**config.mk**
```make
export PLATFORM = sky130hd
export DESIGN_NAME = led_pwm_bit_serializer
export DESIGN_NICKNAME = d
export VERILOG_FILES = /design/src/sv/lpbs_pkg.sv /design/src/sv/lpbs_cfg_regs.sv /design/src/sv/lpbs_pixel_mem.sv /design/src/sv/led_pwm_bit_serializer.sv
export SDC_FILE = /design/constraint.sdc
export NUM_CORES = 2
export LEC_CHECK = 0
export ABC_AREA = 1
export BUFFER_PORTS_ARGS = -buffer_cell sky130_fd_sc_hd__buf_2
export CAP_MARGIN = 25
export CORE_ASPECT_RATIO = 1.75
export CORE_MARGIN = 1
export CORE_UTILIZATION = 50
export CTS_BUF_LIST = sky130_fd_sc_hd__clkbuf_4
export DETAILED_ROUTE_END_ITERATION = 6
export PLACE_DENSITY = 0.68
export RECOVER_POWER = 50
export SLEW_MARGIN = 20
export SYNTH_ARGS = -nofsm -noshare
export SYNTH_HDL_FRONTEND = slang
export SYNTH_HIERARCHICAL = 1
export SYNTH_SLANG_ARGS = --single-unit
```
**constraint.sdc**
```tcl
create_clock -name clk_i -period 2.3 [get_ports clk_i]
set_input_delay 0.23 -clock clk_i [delete_from_list [all_inputs] [get_ports clk_i]]
set_output_delay 0.23 -clock clk_i [all_outputs]
set_load 0.01 [all_outputs]
```
**src/sv/lpbs_pkg.sv**
```systemverilog
// Shared types and constants for the LED PWM bit serializer.
`timescale 1ns / 1ps

package lpbs_pkg;

  // Pixel buffer geometry
  localparam int unsigned BufBytes = 192;
  localparam int unsigned BufAw    = $clog2(BufBytes);

  // Register reset values
  localparam logic [7:0] HighCmpRst    = 8'd60;
  localparam logic [7:0] LowCmpRst     = 8'd11;
  localparam logic [7:0] LatchTicksRst = 8'd40;

  // MSB of the shift byte is the bit on the wire
  localparam logic [7:0] MsbMask = 8'h80;

  // Item opcodes
  typedef enum logic {
    OP_TICK  = 1'b0,
    OP_WRITE = 1'b1
  } opcode_e;

  // Configuration register indexes
  typedef enum logic [1:0] {
    REG_HIGH_CMP    = 2'd0,
    REG_LOW_CMP     = 2'd1,
    REG_LATCH_TICKS = 2'd2
  } cfg_reg_e;

  // Current register set
  typedef struct packed {
    logic [7:0] high_cmp;
    logic [7:0] low_cmp;
    logic [7:0] latch_ticks;
  } cfg_t;

  // Pixel memory access request
  typedef struct packed {
    logic             we;
    logic [BufAw-1:0] waddr;
    logic [7:0]       wdata;
    logic             re;
    logic [BufAw-1:0] raddr;
  } mem_req_t;

endpackage

```
**src/sv/lpbs_cfg_regs.sv**
```systemverilog
// Configuration register file for the LED PWM bit serializer.
`timescale 1ns / 1ps

module lpbs_cfg_regs import lpbs_pkg::*; (
  input  logic       clk_i,
  input  logic       rst_ni,
  input  logic       cfg_valid_i,
  input  logic [1:0] cfg_idx_i,
  input  logic [7:0] cfg_data_i,
  output cfg_t       cfg_o
);

  cfg_t cfg_q, cfg_d;

  // Register write decode
  always_comb begin
    cfg_d = cfg_q;
    if (cfg_valid_i) begin
      case (cfg_reg_e'(cfg_idx_i))
        REG_HIGH_CMP:    cfg_d.high_cmp    = cfg_data_i;
        REG_LOW_CMP:     cfg_d.low_cmp     = cfg_data_i;
        REG_LATCH_TICKS: cfg_d.latch_ticks = cfg_data_i;
        default:         cfg_d             = cfg_q;
      endcase
    end
  end

  always_ff @(posedge clk_i or negedge rst_ni) begin
    if (!rst_ni) begin
      cfg_q.high_cmp    <= HighCmpRst;
      cfg_q.low_cmp     <= LowCmpRst;
      cfg_q.latch_ticks <= LatchTicksRst;
    end else begin
      cfg_q <= cfg_d;
    end
  end

  assign cfg_o = cfg_q;

endmodule

```
**src/sv/lpbs_pixel_mem.sv**
```systemverilog
// Pixel byte buffer: one write port, one registered read port, per-entry valid bits.
`timescale 1ns / 1ps

module lpbs_pixel_mem import lpbs_pkg::*; (
  input  logic     clk_i,
  input  logic     rst_ni,
  input  mem_req_t req_i,
  output logic [7:0] rdata_o
);

  logic [7:0]          mem_q [BufBytes];
  logic [BufBytes-1:0] vld_q;
  logic [7:0]          rd_q;
  logic                rd_vld_q;

  // Storage array, no reset
  always_ff @(posedge clk_i) begin
    if (req_i.we) begin
      mem_q[req_i.waddr] <= req_i.wdata;
    end
    if (req_i.re) begin
      rd_q <= mem_q[req_i.raddr];
    end
  end

  // Valid bits: an unwritten entry reads as zero
  always_ff @(posedge clk_i or negedge rst_ni) begin
    if (!rst_ni) begin
      vld_q    <= '0;
      rd_vld_q <= 1'b0;
    end else begin
      if (req_i.we) begin
        vld_q[req_i.waddr] <= 1'b1;
      end
      if (req_i.re) begin
        rd_vld_q <= vld_q[req_i.raddr];
      end
    end
  end

  assign rdata_o = rd_vld_q ? rd_q : 8'h00;

endmodule

```
**src/sv/led_pwm_bit_serializer.sv**
```systemverilog
// Top level: LED colour bytes serialized into one PWM compare value per tick.
// A tick's result is captured in the output register when the tick is accepted.
// Throughput: one item per cycle while the result side does not stall; buffer writes give no result.
// The next byte is read from the pixel memory on the eighth bit and forwarded from
// its read register, so ticks may follow back to back.
// Reset: registers to defaults, buffer reads as zero until written, shift byte zero.
`timescale 1ns / 1ps

module led_pwm_bit_serializer import lpbs_pkg::*; (
  input  logic       clk_i,
  input  logic       rst_ni,
  // Input items
  input  logic       in_valid_i,
  output logic       in_stall_o,
  input  logic       opcode_i,
  input  logic [7:0] buf_addr_i,
  input  logic [7:0] buf_data_i,
  // Result items
  output logic       out_valid_o,
  input  logic       out_stall_i,
  output logic [7:0] duty_compare_o,
  output logic       latch_active_o,
  // Configuration writes
  input  logic       cfg_valid_i,
  output logic       cfg_ready_o,
  input  logic [1:0] cfg_idx_i,
  input  logic [7:0] cfg_data_i
);

  cfg_t       cfg;
  mem_req_t   mem_req;
  logic [7:0] mem_rdata;

  logic             acc;
  logic             tick;
  logic [BufAw-1:0] ptr_q, ptr_d, ptr_nxt;
  logic [2:0]       bit_q, bit_d;
  logic [7:0]       latch_q, latch_d;
  logic [7:0]       shift_q, shift_d, shift_eff;
  logic             pend_q, pend_d;
  logic             out_vld_q, out_vld_d;
  logic [7:0]       duty_q, duty_d;
  logic             lat_q, lat_d;

  assign cfg_ready_o = 1'b1;

  lpbs_cfg_regs u_cfg (
    .clk_i       (clk_i),
    .rst_ni      (rst_ni),
    .cfg_valid_i (cfg_valid_i),
    .cfg_idx_i   (cfg_idx_i),
    .cfg_data_i  (cfg_data_i),
    .cfg_o       (cfg)
  );

  lpbs_pixel_mem u_mem (
    .clk_i   (clk_i),
    .rst_ni  (rst_ni),
    .req_i   (mem_req),
    .rdata_o (mem_rdata)
  );

  // Output register drains in the same cycle it is refilled
  assign in_stall_o = out_vld_q && out_stall_i;
  assign acc        = in_valid_i && !in_stall_o;
  assign tick       = acc && (opcode_e'(opcode_i) == OP_TICK);

  // Byte just read from memory is forwarded until captured
  assign shift_eff = pend_q ? mem_rdata : shift_q;
  assign ptr_nxt   = (ptr_q == BufAw'(BufBytes - 1)) ? '0 : ptr_q + 1'b1;

  // Buffer writes; out-of-range addresses dropped
  always_comb begin
    mem_req       = '0;
    mem_req.we    = acc && (opcode_e'(opcode_i) == OP_WRITE)
                    && ({1'b0, buf_addr_i} < 9'(BufBytes));
    mem_req.waddr = BufAw'(buf_addr_i);
    mem_req.wdata = buf_data_i;
    mem_req.raddr = ptr_nxt;
    mem_req.re    = 1'b0;
    // Serializer step
    ptr_d     = ptr_q;
    bit_d     = bit_q;
    latch_d   = latch_q;
    shift_d   = shift_eff;
    pend_d    = 1'b0;
    out_vld_d = out_vld_q && out_stall_i;
    duty_d    = duty_q;
    lat_d     = lat_q;
    if (tick) begin
      out_vld_d = 1'b1;
      if (latch_q != 8'd0) begin
        latch_d = latch_q - 1'b1;
        duty_d  = 8'h00;
        lat_d   = 1'b1;
      end else begin
        duty_d  = ((shift_eff & MsbMask) != 8'h00) ? cfg.high_cmp : cfg.low_cmp;
        lat_d   = 1'b0;
        shift_d = {shift_eff[6:0], 1'b0};
        if (bit_q == 3'd7) begin
          bit_d      = 3'd0;
          ptr_d      = ptr_nxt;
          mem_req.re = 1'b1;
          pend_d     = 1'b1;
          if (ptr_nxt == '0) begin
            latch_d = cfg.latch_ticks;
          end
        end else begin
          bit_d = bit_q + 1'b1;
        end
      end
    end
  end

  always_ff @(posedge clk_i or negedge rst_ni) begin
    if (!rst_ni) begin
      ptr_q     <= '0;
      bit_q     <= '0;
      latch_q   <= '0;
      shift_q   <= '0;
      pend_q    <= 1'b0;
      out_vld_q <= 1'b0;
    end else begin
      ptr_q     <= ptr_d;
      bit_q     <= bit_d;
      latch_q   <= latch_d;
      shift_q   <= shift_d;
      pend_q    <= pend_d;
      out_vld_q <= out_vld_d;
    end
  end

  // Result payload
  always_ff @(posedge clk_i) begin
    duty_q <= duty_d;
    lat_q  <= lat_d;
  end

  assign out_valid_o    = out_vld_q;
  assign duty_compare_o = duty_q;
  assign latch_active_o = lat_q;

endmodule

```
==> summary by stage <==
Status
The flow ran to the end, but the final reports show violations. The final reports fail on DRC, capacitance limit, slew limit, setup timing.

Synth
The dominant cell type by area after synthesis is sky130_fd_sc_hd__edfxtp_1. Sequential elements use 72.0% of the synthesized area. The commonest register cell after synthesis is sky130_fd_sc_hd__edfxtp_1. A synthesized cell averages 11.8 um2. The net count after synthesis is 6241. After Yosys synthesis, XOR and XNOR cells account for 0.0358% of the synthesized area.

The area share of the largest cell type after synthesis is 63.6%. The synthesized-area fraction occupied by ao, oa, aoi and oai cells is 6.06%. By area, the combinational part of the netlist is dominated by simple AND/OR/NAND/NOR gates. In the synthesized netlist, the cells that appear most often are 1553 x sky130_fd_sc_hd__edfxtp_1, 1187 x sky130_fd_sc_hd__nand2_1, 988 x sky130_fd_sc_hd__nand3_1. Of all flip-flops after synthesis, the portion carrying an async set or reset was 13.7%.

Of the total synthesized cell area, the portion taken by full adders, half adders and majority gates is 0.0853%. The cell count after synthesis is 6204. Counting flops with a built-in enable in the synthesized netlist gives 1553. Of the total synthesized cell area, the portion taken by AND, OR, NAND and NOR gates is 18.3%. The post-synthesis sequential element count is 1799. The leading cell type by number of instances after synthesis is sky130_fd_sc_hd__edfxtp_1.

During synthesis, Yosys emitted a total of 6 warnings. The mux cell area share after synthesis is 0.136%. The netlist uses 42 different library cells.

After synthesis, the cell types taking the most area are sky130_fd_sc_hd__edfxtp_1 64%, sky130_fd_sc_hd__dfrtp_1 8.1%, sky130_fd_sc_hd__nand3_1 6.7%. The mapped cell area is 73400 um2.

CTS
The CTS sink count is 1799. The largest buffer count on any clock path is 4. The number of levels in the clock H-tree is 5.

TritonCTS built the clock tree. The clock-pin transition on the worst setup and hold timing paths is 0.08 ns. In this run the clock root is driven by a sky130_fd_sc_hd__clkbuf_4.

The number of buffers added by the clock tree synthesis step is 400. For the worst-skew pair, the clock arrives at the later sink with an insertion delay of 1.20 ns.

Critical path
The worst setup path is launched from a flip-flop. At the worst endpoint, the required time is 3.20 ns. For the worst setup path, the data arrival time is 3.84 ns. The category of the most critical setup path is flip-flop to flip-flop.

In this run the worst path has a maximum fanout of 22. The element type at the critical path end is a flip-flop.

Global routing
The number of global-route vias before repair is 53.8k. The number of antenna violations at the first check in global routing is 6. The first-pass GRT wire length is 328 mm. The largest net degree at the start of global routing is 91. The total overflow left after global routing is 0. Global routing used 29.7% of the available tracks across all layers.

Timing
Hold is met by 0.115 ns. For this run, the top clock speed supported by timing is 341 MHz. The final critical-path required period is 2.93 ns. The worst pin sits at a relative slew slack of -73.5%.

Clock skew on the completed layout was measured at 0.108 ns. The number of slew-limit violations in the final report is 243. The final-report hold violation count is 0. Dividing the final minimum period by the clock period gives 128%. The actual transition at the worst max-transition pin is 2.60 ns. Setup repair after global routing could not meet its margin everywhere.

In the post-route analysis, the smallest setup slack over all paths is -0.633 ns. The total setup violations reported at the end of the flow is 98.

Placed design
During placement, the flow inserted port buffers numbering 42. The wire-length estimate of the detail-placed layout is 137 mm. At the end of routability-driven placement, the weighted congestion stood at 0.947. Counting tap cells, the placed design contains a total of 8335 instances.

Route
For this block, the initial DRC count from the detailed router was 5586. Dividing the detail-routed via count by the number of cells gives 5.83. The count of unresolved DRC violations after routing is 2. The post-detailed-route wirelength per cell is 24.2 um.

The total via count after detailed routing is 53.7k. Wires add up to 223 mm. The final antenna-violating net count is 0. The first TritonRoute pass finished after 7 iterations.

Cells and area
For this run, the share of the core covered by cells in the final layout is 60.8%. The finished layout holds 9212 standard cells, fillers aside. The final net count is 7036. The area growth from synthesis to final layout is 20.5%.

The fraction of final layout cells with drive strength greater than 1 is 24.6%.

Pwr
The fraction of power spent switching nets is 41.0%. Registers are responsible for 30.8% of the overall power. The cell leakage power is 34.0 nW. The worst-case IR drop observed on VDD is 0.000771 V. The analysis attributes to net switching a power of 0.0482 W. Of the total power, combinational logic draws 47.5%.

The relative contribution of the clock network to total power is 21.6%. The cell area power density is 1330 nW/um2. The cell-internal power is 0.0694 W.

Floorplan
The die outline height is 509 um. Once the floorplan was initialized, standard cells occupied 50.5% of the core. In this run the standard cell core region covers 145000 um2. The I/O pin count is 44. The die covers 148000 um2. The number of rows created at floorplan is 185. The die extent in x is 292 um.

Min path
The worst hold path belongs to the class input pin to flip-flop.

Job
Across the run, the number of max-cap violations was 6.
-- placed cells by master, fill, tap and decap left out, types with 129 or more instances in the layout --
cell type,netlist,routed
sky130_fd_sc_hd__nand2_1,1187,1152
sky130_fd_sc_hd__edfxtp_1,1553,1553
sky130_fd_sc_hd__nand3_1,988,848
sky130_fd_sc_hd__or2_2,193,193
sky130_fd_sc_hd__buf_4,43,467
sky130_fd_sc_hd__clkbuf_4,0,600
sky130_fd_sc_hd__nand3_2,0,133
sky130_fd_sc_hd__nor2_1,660,653
sky130_fd_sc_hd__inv_1,132,129
sky130_fd_sc_hd__dfrtp_1,237,237
sky130_fd_sc_hd__o21ai_0,459,362
-- per-layer routing --
layer / part of all wire [%] / wire, um / track usage, %
met2: 51 / 113000 / 51.3
met5: 0.033 / 73 / 0
met1: 34 / 76100 / 33.0
met4: 7.6 / 17000 / 21.5
met3: 7.5 / 16700 / 4.99
-- flip-flops by register name, summed over array words and instances, names as in the netlist --
register        flops
u_mem/rd_q          8
u_mem/mem_q      1536
pend_q              1
latch_active_o      1
bit_q               3
latch_q             8
out_valid_o         1
shift_q             8
u_mem/rd_vld_q      1
ptr_q               8
u_mem/vld_q       192
u_cfg/cfg_o        24
duty_compare_o      8
-- cell type report --
cell class	count	area, um2
Inverter	144	611
Clock buffer	593	4450
Tap cell	1870	2340
Fill cell	11400	57000
Sequential cell	1799	52800
Antenna cell	5	12.5
Multi-Input combinational cell	3862	19200
Timing Repair Buffer	789	8050
Timing Repair inverter	3	51.3
Clock inverter	147	866
-- per-stage QoR --
stage | cell area (um2) | setup TNS [ns] | setup slack, ns | power (W)
6_report | 88400 | -10.14 | -0.633 | 0.118
3_3_place_gp | 80200 | -7.52 | -0.884 | 0.0847
3_5_place_dp | 80200 | -7.66 | -0.893 | 0.0853
2_1_floorplan | 73400 | -6.86 | -0.0246 | 0.0636
5_1_grt | 88400 | -29.01 | -0.745 | 0.123
4_1_cts | 87800 | -5.10 | -0.543 | 0.115
-- power by group through the flow --
stage | sequential (W) | clock, W | combinational (W)
4_1_cts | 0.0362 | 0.0259 | 0.0524
3_3_place_gp | 0.0369 | 0 | 0.0478
2_1_floorplan | 0.0369 | 0 | 0.0267
6_report | 0.0362 | 0.0255 | 0.0559
5_1_grt | 0.0363 | 0.0274 | 0.0591
3_5_place_dp | 0.0369 | 0 | 0.0483
-- final timing paths --
check	end	cells past startpoint	start	slack [ns]
min in group asynchronous	u_mem/vld_q[101]	4	rst_ni	1.37
setup / recovery	u_mem/rd_q[5]	21	ptr_q[1]	-0.63
hold / removal	u_cfg/cfg_o[17]	4	cfg_valid_i	0.12
hold reg to reg	u_cfg/cfg_o[21]	2	u_cfg/cfg_o[21]	0.47
max in group asynchronous	u_mem/vld_q[116]	4	rst_ni	-0.01
setup reg to reg	u_mem/rd_q[5]	21	ptr_q[1]	-0.63
-- cell families after synthesis --
group,Yosys count
AOI/OAI and AO/OA,781
adders and majority gates,5
and+or+nand+nor,3062
muxes,9
other,1
DFF,1799
buffers and inverters,544
xor gates and xnor gates,3
-- worst max-delay path, cell delays in order (launching register included) --
cell	delay, ns
sky130_fd_sc_hd__dfrtp_1	0.39
sky130_fd_sc_hd__ha_4	0.16
sky130_fd_sc_hd__nand2_4	0.05
sky130_fd_sc_hd__nor2_4	0.14
sky130_fd_sc_hd__nand2_4	0.09
sky130_fd_sc_hd__nand2_8	0.12
sky130_fd_sc_hd__buf_12	0.13
sky130_fd_sc_hd__inv_8	0.06
sky130_fd_sc_hd__buf_12	0.16
sky130_fd_sc_hd__buf_12	0.16
sky130_fd_sc_hd__buf_4	0.15
sky130_fd_sc_hd__buf_16	0.16
sky130_fd_sc_hd__nor2_1	0.11
sky130_fd_sc_hd__o22ai_1	0.08
sky130_fd_sc_hd__nand2_1	0.06
sky130_fd_sc_hd__nand3_1	0.10
sky130_fd_sc_hd__nand3_1	0.11
sky130_fd_sc_hd__nand2_2	0.09
sky130_fd_sc_hd__nand2_2	0.10
sky130_fd_sc_hd__nand3_2	0.11
sky130_fd_sc_hd__nand3_1	0.09
sky130_fd_sc_hd__nand2_1	0.06
-- timing repair --
action	CTS	global route
endpoints found under the hold margin	2823	35
gates resized for setup	261	182
pin swaps	74	49
endpoints found under the setup margin	105	269
buffers inserted	17	14
gates cloned	17	13
hold buffers	75	1
Power figures use the tool's default switching activity.
